===== config.mk =====
export PLATFORM = sky130hd
export DESIGN_NAME = hex_glyph_pixel_renderer_top
export DESIGN_NICKNAME = d
export VERILOG_FILES = /design/src/hw/rtl/hgpr_pkg.sv /design/src/hw/rtl/hgpr_front.sv /design/src/hw/rtl/hgpr_queue.sv /design/src/hw/rtl/hgpr_back.sv /design/src/hw/rtl/hex_glyph_pixel_renderer_top.sv
export SDC_FILE = /design/constraint.sdc
export NUM_CORES = 1
export LEC_CHECK = 0
export BUFFER_PORTS_ARGS = -buffer_cell sky130_fd_sc_hd__buf_2
export CORE_UTILIZATION = 45
export DETAILED_ROUTE_END_ITERATION = 10
export PLACE_DENSITY = 0.68
export SLEW_MARGIN = 15
export SYNTH_ARGS = -nofsm -noshare
export SYNTH_HDL_FRONTEND = slang
export SYNTH_SLANG_ARGS = --single-unit

===== constraint.sdc =====
create_clock -name aclk -period 10.3 [get_ports aclk]
set_clock_uncertainty 0.05 [all_clocks]
set_input_delay 2.06 -clock aclk [delete_from_list [all_inputs] [get_ports aclk]]
set_output_delay 2.06 -clock aclk [all_outputs]
set_load 0.02 [all_outputs]

===== src/hw/rtl/hgpr_pkg.sv =====
`timescale 1ns / 1ps
// ----------------------------------------------------------------------------
// hgpr_pkg
// Shared types, codes and the 5x8 hex glyph ROM for the glyph renderer.
// ----------------------------------------------------------------------------
package hgpr_pkg;

    localparam int GLYPH_COLS = 5;
    localparam int GLYPH_ROWS = 8;
    localparam int COL_W      = $clog2(GLYPH_COLS);
    localparam int ROW_W      = $clog2(GLYPH_ROWS);

    localparam logic [COL_W-1:0] COL_LAST = COL_W'(GLYPH_COLS - 1);
    localparam logic [ROW_W-1:0] ROW_LAST = ROW_W'(GLYPH_ROWS - 1);

    localparam logic [7:0] ROW_SPAN = 8'(GLYPH_ROWS - 1);
    localparam logic [7:0] COL_SPAN = 8'(GLYPH_COLS - 1);

    localparam logic [1:0] KIND_ROW_WIN = 2'd0;
    localparam logic [1:0] KIND_COL_WIN = 2'd1;
    localparam logic [1:0] KIND_PIXEL   = 2'd2;

    localparam logic [7:0] GLYPH_ROM [16][GLYPH_COLS] = '{
        '{8'h7e, 8'h89, 8'h91, 8'ha1, 8'h7e},
        '{8'h00, 8'h41, 8'hff, 8'h01, 8'h00},
        '{8'h43, 8'h85, 8'h89, 8'h91, 8'h61},
        '{8'h42, 8'h81, 8'h91, 8'h91, 8'h6e},
        '{8'h18, 8'h28, 8'h48, 8'hff, 8'h08},
        '{8'hf2, 8'h91, 8'h91, 8'h91, 8'h8e},
        '{8'h1e, 8'h29, 8'h49, 8'h89, 8'h86},
        '{8'h80, 8'h8f, 8'h90, 8'ha0, 8'hc0},
        '{8'h6e, 8'h91, 8'h91, 8'h91, 8'h6e},
        '{8'h70, 8'h89, 8'h89, 8'h8a, 8'h7c},
        '{8'h7f, 8'h88, 8'h88, 8'h88, 8'h7f},
        '{8'hff, 8'h91, 8'h91, 8'h91, 8'h6e},
        '{8'h7e, 8'h81, 8'h81, 8'h81, 8'h42},
        '{8'hff, 8'h81, 8'h81, 8'h42, 8'h3c},
        '{8'hff, 8'h91, 8'h91, 8'h91, 8'h81},
        '{8'hff, 8'h90, 8'h90, 8'h90, 8'h80}
    };

    typedef struct packed {
        logic [3:0] digit;
        logic [7:0] pos_x;
        logic [7:0] pos_y;
        logic [7:0] fg_red;
        logic [7:0] fg_green;
        logic [7:0] fg_blue;
        logic [7:0] background;
    } in_item_t;

    typedef struct packed {
        logic [1:0] kind;
        logic [7:0] window_start;
        logic [7:0] window_end;
        logic [7:0] red;
        logic [7:0] green;
        logic [7:0] blue;
        logic       last;
    } out_item_t;

    typedef struct packed {
        logic [GLYPH_COLS-1:0][7:0] cols;
        logic [7:0]                 row_start;
        logic [7:0]                 row_end;
        logic [7:0]                 col_start;
        logic [7:0]                 col_end;
        logic [7:0]                 fg_red;
        logic [7:0]                 fg_green;
        logic [7:0]                 fg_blue;
        logic [7:0]                 background;
    } job_t;

endpackage


===== src/hw/rtl/hgpr_front.sv =====
`timescale 1ns / 1ps
// ----------------------------------------------------------------------------
// hgpr_front
// Accepts draw requests, fetches the glyph columns and computes the windows.
// ----------------------------------------------------------------------------
module hgpr_front (
    input  logic              aclk,
    input  logic              aresetn,
    input  logic              s_valid,
    output logic              s_ready,
    input  hgpr_pkg::in_item_t s_item,
    output logic              job_valid,
    input  logic              job_ready,
    output hgpr_pkg::job_t    job
);
    import hgpr_pkg::*;

    logic job_valid_reg;
    job_t job_reg;
    job_t job_next;

    assign s_ready   = !job_valid_reg || job_ready;
    assign job_valid = job_valid_reg;
    assign job       = job_reg;

    always_comb begin
        for (int c = 0; c < GLYPH_COLS; c++) begin
            job_next.cols[c] = GLYPH_ROM[s_item.digit][c];
        end
        job_next.row_start  = s_item.pos_y;
        job_next.row_end    = s_item.pos_y + ROW_SPAN;
        job_next.col_start  = s_item.pos_x;
        job_next.col_end    = s_item.pos_x + COL_SPAN;
        job_next.fg_red     = s_item.fg_red;
        job_next.fg_green   = s_item.fg_green;
        job_next.fg_blue    = s_item.fg_blue;
        job_next.background = s_item.background;
    end

    always_ff @(posedge aclk) begin
        if (!aresetn) begin
            job_valid_reg <= 1'b0;
        end else if (s_valid && s_ready) begin
            job_valid_reg <= 1'b1;
        end else if (job_ready) begin
            job_valid_reg <= 1'b0;
        end
    end

    always_ff @(posedge aclk) begin
        if (s_valid && s_ready) begin
            job_reg <= job_next;
        end
    end

endmodule


===== src/hw/rtl/hgpr_queue.sv =====
`timescale 1ns / 1ps
// ----------------------------------------------------------------------------
// hgpr_queue
// Two-entry job queue between the request front end and the pixel sequencer.
// ----------------------------------------------------------------------------
module hgpr_queue (
    input  logic           aclk,
    input  logic           aresetn,
    input  logic           push_valid,
    output logic           push_ready,
    input  hgpr_pkg::job_t push_job,
    output logic           pop_valid,
    input  logic           pop,
    output hgpr_pkg::job_t pop_job
);
    import hgpr_pkg::*;

    job_t       mem [2];
    logic       wr_ptr_reg;
    logic       rd_ptr_reg;
    logic [1:0] count_reg;
    logic       do_push;
    logic       do_pop;

    assign push_ready = (count_reg != 2'd2);
    assign pop_valid  = (count_reg != 2'd0);
    assign pop_job    = mem[rd_ptr_reg];
    assign do_push    = push_valid && push_ready;
    assign do_pop     = pop && pop_valid;

    always_ff @(posedge aclk) begin
        if (!aresetn) begin
            wr_ptr_reg <= 1'b0;
            rd_ptr_reg <= 1'b0;
            count_reg  <= 2'd0;
        end else begin
            if (do_push) begin
                wr_ptr_reg <= !wr_ptr_reg;
            end
            if (do_pop) begin
                rd_ptr_reg <= !rd_ptr_reg;
            end
            if (do_push && !do_pop) begin
                count_reg <= count_reg + 2'd1;
            end else if (do_pop && !do_push) begin
                count_reg <= count_reg - 2'd1;
            end
        end
    end

    always_ff @(posedge aclk) begin
        if (do_push) begin
            mem[wr_ptr_reg] <= push_job;
        end
    end

endmodule


===== src/hw/rtl/hgpr_back.sv =====
`timescale 1ns / 1ps
// ----------------------------------------------------------------------------
// hgpr_back
// Sequencer: emits the row window, the column window and forty pixels.
// ----------------------------------------------------------------------------
module hgpr_back (
    input  logic               aclk,
    input  logic               aresetn,
    input  logic               job_valid,
    output logic               job_pop,
    input  hgpr_pkg::job_t     job,
    output logic               m_valid,
    input  logic               m_ready,
    output hgpr_pkg::out_item_t m_item
);
    import hgpr_pkg::*;

    localparam logic [1:0] ST_ROW_WIN = 2'd0;
    localparam logic [1:0] ST_COL_WIN = 2'd1;
    localparam logic [1:0] ST_PIXEL   = 2'd2;

    logic             active_reg;
    logic [1:0]       state_reg;
    logic [ROW_W-1:0] row_reg;
    logic [COL_W-1:0] col_reg;
    job_t             job_reg;
    logic             m_valid_reg;
    out_item_t        m_item_reg;
    out_item_t        item_next;
    logic             advance;
    logic             at_end;
    logic             lit;

    assign advance = !m_valid_reg || m_ready;
    assign at_end  = (state_reg == ST_PIXEL) && (row_reg == ROW_LAST) && (col_reg == COL_LAST);
    assign job_pop = job_valid && (!active_reg || (advance && at_end));
    assign m_valid = m_valid_reg;
    assign m_item  = m_item_reg;
    assign lit     = job_reg.cols[col_reg][ROW_LAST - row_reg];

    always_comb begin
        item_next = '0;
        unique case (state_reg)
            ST_ROW_WIN: begin
                item_next.kind         = KIND_ROW_WIN;
                item_next.window_start = job_reg.row_start;
                item_next.window_end   = job_reg.row_end;
            end
            ST_COL_WIN: begin
                item_next.kind         = KIND_COL_WIN;
                item_next.window_start = job_reg.col_start;
                item_next.window_end   = job_reg.col_end;
            end
            ST_PIXEL: begin
                item_next.kind  = KIND_PIXEL;
                item_next.red   = lit ? job_reg.fg_red   : job_reg.background;
                item_next.green = lit ? job_reg.fg_green : job_reg.background;
                item_next.blue  = lit ? job_reg.fg_blue  : job_reg.background;
                item_next.last  = at_end;
            end
            default: begin
                item_next = '0;
            end
        endcase
    end

    always_ff @(posedge aclk) begin
        if (!aresetn) begin
            active_reg  <= 1'b0;
            state_reg   <= ST_ROW_WIN;
            row_reg     <= '0;
            col_reg     <= '0;
            m_valid_reg <= 1'b0;
        end else begin
            if (advance) begin
                m_valid_reg <= active_reg;
            end
            if (job_pop) begin
                active_reg <= 1'b1;
                state_reg  <= ST_ROW_WIN;
                row_reg    <= '0;
                col_reg    <= '0;
            end else if (active_reg && advance) begin
                unique case (state_reg)
                    ST_ROW_WIN: state_reg <= ST_COL_WIN;
                    ST_COL_WIN: state_reg <= ST_PIXEL;
                    ST_PIXEL: begin
                        if (at_end) begin
                            active_reg <= 1'b0;
                        end else if (col_reg == COL_LAST) begin
                            col_reg <= '0;
                            row_reg <= row_reg + 1'b1;
                        end else begin
                            col_reg <= col_reg + 1'b1;
                        end
                    end
                    default: state_reg <= ST_ROW_WIN;
                endcase
            end
        end
    end

    always_ff @(posedge aclk) begin
        if (job_pop) begin
            job_reg <= job;
        end
        if (advance && active_reg) begin
            m_item_reg <= item_next;
        end
    end

endmodule


===== src/hw/rtl/hex_glyph_pixel_renderer_top.sv =====
`timescale 1ns / 1ps
// ----------------------------------------------------------------------------
// hex_glyph_pixel_renderer_top
// 5x8 hex digit renderer: window items followed by forty pixels per request.
// ----------------------------------------------------------------------------
// Each request draws one hex digit and yields 42 results: the row window, the
// column window, then 40 pixels row by row with last set on the final one.
// Results leave the output register one per cycle while the receiver is ready;
// a front stage and a two-entry queue take the next requests meanwhile, so
// back-to-back requests stream without gaps. After idle a request passes the
// front register, the queue, the sequencer's job register and the output register.
module hex_glyph_pixel_renderer_top (
    input  logic                aclk,
    input  logic                aresetn,
    input  logic                s_valid,
    output logic                s_ready,
    input  hgpr_pkg::in_item_t  s_item,
    output logic                m_valid,
    input  logic                m_ready,
    output hgpr_pkg::out_item_t m_item
);
    import hgpr_pkg::*;

    logic f_valid;
    logic f_ready;
    job_t f_job;
    logic q_valid;
    logic q_pop;
    job_t q_job;

    hgpr_front u_front (
        .aclk      (aclk),
        .aresetn   (aresetn),
        .s_valid   (s_valid),
        .s_ready   (s_ready),
        .s_item    (s_item),
        .job_valid (f_valid),
        .job_ready (f_ready),
        .job       (f_job)
    );

    hgpr_queue u_queue (
        .aclk       (aclk),
        .aresetn    (aresetn),
        .push_valid (f_valid),
        .push_ready (f_ready),
        .push_job   (f_job),
        .pop_valid  (q_valid),
        .pop        (q_pop),
        .pop_job    (q_job)
    );

    hgpr_back u_back (
        .aclk      (aclk),
        .aresetn   (aresetn),
        .job_valid (q_valid),
        .job_pop   (q_pop),
        .job       (q_job),
        .m_valid   (m_valid),
        .m_ready   (m_ready),
        .m_item    (m_item)
    );

endmodule


Word-level counts from Yosys, hierarchy flattened
Memories as Yosys holds them, arrays and structs flattened. A register that Yosys moved wholly into a read port is not among the register bits.
Cells that the tools add are included.
{"block": "word_totals", "regBits": 122, "mem_count": 2, "in_bits": 56, "ramBits": 208, "rom_bits": 640, "output_inout_bits": 45, "elab_cells": 97}
{"block": "op_classes", "reduce_logical": 32, "add_sub_neg": 7, "eq_ne": 5, "bitwise_logic": 4, "n_lt_le_gt_ge": 2, "muxes": 21}
{"memory": "(name not given)", "words": 16, "word_bits": 40, "read_ports": 1, "rd_clocked_by_memory_dff": 1, "write_ports": 0, "line_no": "hgpr_front.sv:28", "text": "job_next.cols[c] = GLYPH_ROM[s_item.digit][c];"}
{"memory": "u_queue.mem", "words": 2, "word_bits": 104, "read_ports": 1, "rd_clocked_by_memory_dff": 1, "write_ports": 1, "line_no": "hgpr_queue.sv:18", "text": "job_t mem [2];"}
{"op": "two-way mux 8 bit", "n": 4}
{"op": "case mux 16 bit (2 select lines)", "n": 1}
{"op": "binary-select mux 8 bit (select 3 bit)", "n": 1}
{"op": "adder 8 x 3 -> 8 bit (second input constant)", "n": 2}
{"op": "nonzero test 2 bit", "n": 6}
{"op": "logical AND 1 bit", "n": 10}
{"op": "two-way mux 1 bit", "n": 9}
{"op": "less-than comparator 3 x 4 -> 1 bit (second input constant)", "n": 2}
{"op": "logical NOT 1 bit", "n": 7}
{"op": "adder 3 x 1 -> 3 bit (second input constant)", "n": 2}
{"op": "== test 3 bit (second input constant)", "n": 2}
{"op": "case mux 2 bit (3 select lines)", "n": 1}
{"op": "AND reduction 3 bit", "n": 2}
{"op": "NOT 4 -> 5 bit", "n": 1}
{"op": "two-way mux 2 bit", "n": 2}
{"op": "case mux 2 bit (2 select lines)", "n": 1}
{"op": "AND reduction 4 bit", "n": 1}
{"op": "binary-select mux 1 bit (select 3 bit)", "n": 1}
{"op": "logical OR 1 bit", "n": 3}
{"op": "two-way mux 3 bit", "n": 1}
{"op": "NOT 1 bit", "n": 3}
{"op": "subtractor 3 bit (first input constant)", "n": 1}
{"op": "adder 2 x 1 -> 2 bit (second input constant)", "n": 1}
{"op": "== test 2 x 1 -> 1 bit (second input constant)", "n": 1}
{"op": "6 further kinds", "n": 6}

Longest topological paths before layout
{"block": "depth", "ltp_word": 10, "depth_mapped": 12, "ltp_nobuf": 10}

Cells and area by module
Synthesis repeated with hierarchy kept, for this count alone.
{"block": "unflattened", "cells_unflattened": 915, "area_unflattened_um2": 17887.2}
{"mod": "hgpr_queue", "cells_each": 348, "seq_area_each_um2": 6346.1, "instances": 1, "area_per_inst_um2": 7998.9}
{"mod": "hgpr_back", "cells_each": 321, "seq_area_each_um2": 4614.4, "instances": 1, "area_per_inst_um2": 5935.7}
{"mod": "hgpr_front", "cells_each": 246, "seq_area_each_um2": 2992.9, "instances": 1, "area_per_inst_um2": 3952.5}

Worst setup path after synthesis
Ideal clock, no wire load.
{"block": "synth_path", "path_type": "flip-flop to flip-flop", "start": "reg u_queue.count_reg[0]", "end": "mem u_queue.mem[0][0] (netlist name) (enable)", "required_time_ns": 9.691, "setup_ns": 0.559, "period_less_slack_ns": 5.356, "slack_ns": 4.944, "arrival_time_ns": 4.747, "path_buffers": 0, "path_stages_with_launch": 4, "path_cell_list": "dfxtp_1 nand2b_1 nand2_1 nor2_1"}
{"block": "synth_between", "elab_chain_len": 4}
{"item": "from (decl)", "line_no": "hgpr_queue.sv:21", "text": "logic [1:0] count_reg;"}
{"item": "from (signal assigned)", "line_no": "hgpr_queue.sv:44", "text": "count_reg <= count_reg + 2'd1;"}
{"item": "from (signal assigned)", "line_no": "hgpr_queue.sv:46", "text": "count_reg <= count_reg - 2'd1;"}
{"item": "inequality test 2 bit", "line_no": "hgpr_queue.sv:25", "text": "assign push_ready = (count_reg != 2'd2);"}
{"item": "logical AND 1 bit", "line_no": "hgpr_queue.sv:28", "text": "assign do_push = push_valid && push_ready;"}
{"item": "two-way mux 1 bit", "line_no": "hgpr_queue.sv:52", "text": "if (do_push) begin"}
{"item": "two-way mux 1 bit (not written as such)", "line_no": "hgpr_queue.sv:53", "text": "mem[wr_ptr_reg] <= push_job;"}
{"item": "to (decl)", "line_no": "hgpr_queue.sv:18"}
Every way passes these cells.

Worst setup path in the final report
{"block": "layout_path", "start": "in m_ready", "end": "reg u_back.job_reg[37] (netlist name)"}
{"block": "layout_between", "elab_chain_len": 4}
{"item": "from (decl)", "line_no": "hex_glyph_pixel_renderer_top.sv:19", "text": "input logic m_ready,"}
{"item": "logical OR 1 bit", "line_no": "hgpr_back.sv:34", "text": "assign advance = !m_valid_reg || m_ready;"}
{"item": "logical AND 1 bit", "line_no": "hgpr_back.sv:36", "text": "assign job_pop = job_valid && (!active_reg || (advance && at_end));"}
{"item": "logical OR 1 bit", "line_no": "hgpr_back.sv:36"}
{"item": "logical AND 1 bit", "line_no": "hgpr_back.sv:36"}
{"item": "named net q_pop", "line_no": "hex_glyph_pixel_renderer_top.sv:28", "text": "logic q_pop;"}
The timed path passes the listed nets, and every way through them passes these cells.
A chain may end at the register's enable or synchronous reset.

==> flow_metrics.env <==
export IMPL_core_area_um2=36800
export IMPL_grt_max_degree=68
export IMPL_wl_per_cell_um=18.4
export IMPL_cts_buffer_depth=3
export IMPL_slew_headroom_pct=27.5
export IMPL_drt_pass1_iterations=4
export IMPL_finalSetupViolCount=0
export IMPL_worstMarginPinSlew_ps=1090
export IMPL_min_path_type="flip-flop to flip-flop"
export IMPL_yosys_register_bits=454
export IMPL_initial_core_util_pct=45.8
export IMPL_synth_area_leader_cell="edfxtp_1"
export IMPL_synthFlopType="edfxtp_1"
export IMPL_async_reset_ff_share_pct=0
export IMPL_num_fill_cells=2879
export IMPL_layout_drive_gt1_share_pct=26.5
export IMPL_setup_ws_ps=6400
export IMPL_cp_required_ps=10400
export IMPL_hold_viol=0
export IMPL_met2_usage_pct=23.4
export IMPL_fmax_mhz=257
export IMPL_critical_path_startpoint_type="input pin"
export IMPL_status="complete, no violations"
export IMPL_synth_top_family_by_area="multiplexers"
export IMPL_dieArea_um2=38300
export IMPL_path_class="input pin to flip-flop"
export IMPL_hold_depth=0
export IMPL_synth_edf_count=439
export IMPL_drtIter0Drc=464
export IMPL_cts_tree="yes"
export IMPL_track_usage_pct=14.7
export IMPL_synth_fa_ha_area_share_pct=1.41
export IMPL_met3_usage_pct=2.26
export IMPL_synth_compound_area_share_pct=3.13
export IMPL_gr_total_overflow=0
export IMPL_yosys_area_share_simple_pct=3.79
export IMPL_clkLatencyLatePin_ps=530
export IMPL_fin_tns_setup_ps=0
export IMPL_use_met1_pct=21.0
export IMPL_clock_sinks=454
export IMPL_vias_per_cell=5.15
export IMPL_rows=70
export IMPL_synth_most_common_cell="edfxtp_1"
export IMPL_seq_area_frac_synth_pct=79.9
export IMPL_diodes=0
export IMPL_ctsResizeCount=0
export IMPL_p_total_uw=4770
export IMPL_ctsHoldBuffers=0
export IMPL_busiest_layer="met2"
export IMPL_nets=1093
export IMPL_gp_routability_congestion=0.822
export IMPL_power_density_nw_per_um2=248
export IMPL_synth_mux_area_share_pct=9.50
export IMPL_place_inst=1439
export IMPL_dp_slack_ps=5870
export IMPL_cts_made_buffers=45
export IMPL_ant_nets=0
export IMPL_grt_pass1_vias=7741
export IMPL_largest_reg_flops=198
export IMPL_ys_top_cells_by_count="439 x edfxtp_1, 99 x mux2_2, 62 x nand2_1"
export IMPL_synth_area_um2=16900
export IMPL_synth_warnings=0
export IMPL_portBuffers=100
export IMPL_clockRootBuffer="clkbuf_16"
export IMPL_finalNonFillerCells=1518
export IMPL_drv_cap=0
export IMPL_syn2layout_area_growth_pct=14.0
export IMPL_setup_worst_path_end_class="flip-flop"
export IMPL_syn_inst=902
export IMPL_cp_max_fo=67
export IMPL_totalWireLength_mm=28.0
export IMPL_synthDistinctLibCells=44
export IMPL_grt_pass1_wl_mm=43.1
export IMPL_finalCritPeriodShare_pct=37.8
export IMPL_regArea_um2=13500
export IMPL_peakVddDrop_mv=0.164
export IMPL_fp_dieW_um=196
export IMPL_fin_crit_ps=3900
export IMPL_multi_input_area_um2=3150
export IMPL_ff2ff_path_depth=8
export IMPL_dpl_hpwl_mm=17.1
export IMPL_postCtsSetupBuffers=0
export IMPL_vias=7819
export IMPL_rsz0062_at_grt="no"
export IMPL_htreeDepth=2
export IMPL_synth_xor_area_share_pct=0.727
export IMPL_die_height_um=196
export IMPL_antenna_found_initial=0
export IMPL_avgSynthCellArea_um2=18.7
export IMPL_syn_num_nets=977
export IMPL_synthTopCellsByArea="edfxtp_1 78%, mux2_2 6.6%, mux2i_1 2.3%"
export IMPL_drc_errors=0
export IMPL_io_pins=101
export IMPL_arrival_ps=4000
export IMPL_p_leak_uw=0.00664
export IMPL_synth_top_cell_area_share_pct=78.2
export IMPL_clkTransAtPathRegs_ps=60
export IMPL_drv_slew=0
[per-layer routing]
layer / up-vias / wire (um)
li1: 3700 / -
met1: 3882 / 12800
met2: 194 / 13400
met3: 43 / 1320
met4: 0 / 532
met5: - / 0
[stage by stage]
| stage | hold slack (ps) | instance area, um^2 | util (%) |
|---|---|---|---|
| 2_1_floorplan | 371 | 16900 | - |
| 3_3_place_gp | 373 | 17900 | 48.5 |
| 3_5_place_dp | 381 | 17900 | 48.5 |
| 4_1_cts | 395 | 19200 | 52.2 |
| 5_1_grt | 400 | 19200 | 52.2 |
| 6_report | 393 | 19200 | 52.2 |
[final timing paths]
| kind | startpoint | endpoint | slack (ps) |
|---|---|---|---|
| worst max register to register | u_back.row_reg[0] | u_back.job_reg[37] | 6650 |
| worst min register to register | u_front.job[2] | u_queue.mem[0][2] | 390 |
| worst max-delay path | m_ready | u_back.job_reg[37] | 6400 |
| worst min-delay path | u_front.job[2] | u_queue.mem[0][2] | 390 |
[report_power, final]
group	leakage, uW	switching (uW)	internal (uW)	total (uW)
clock network	0.000675	637	862	1500
registers	0.00423	117	2450	2570
logic	0.00173	436	269	705
[cell type report]
type	count	area share, %
flip-flops and latches	454	70.2
multi-input cells	389	16.4
clock buffers	55	6.32
well taps	468	3.05
repair buffers	107	2.88
clock inverters	24	0.788
inverters	21	0.423
[worst max-delay path: stages]
cell and delay [ps]:
buf_2 80, nand2b_1 190, nand2_1 70, nand2_1 80, o21ai_0 260, inv_4 440
buf_4 760
[logic make-up (layout without fill, tap and decap cells)]
group	Yosys count	in the layout
buffers and inverters	59	207
AO/OA/AOI/OAI	77	77
AND/OR/NAND/NOR	137	137
multiplexers	142	142
adder cells (fa/ha/maj)	19	19
flip-flops	454	454
XOR/XNOR	14	14
[layout by cell type, fill, tap and decap left out, drive strengths merged, types with 3 or more instances in the layout]
cell    instances
a22o           16
mux2i          39
o21ai          14
mux2           99
xnor2           9
nand3          12
inv            22
a21oi          18
nor2b           5
a21boi          4
clkbuf         55
nor2           27
a311oi          3
edfxtp        439
buf           107
and3            6
nand2b          7
xor2            5
a31oi           6
and2            8
dfxtp          15
ha             19
nand2          62
mux4            4
nor3            3
clkinv         21
nand4b          3
(Power assumes the default switching activity.)
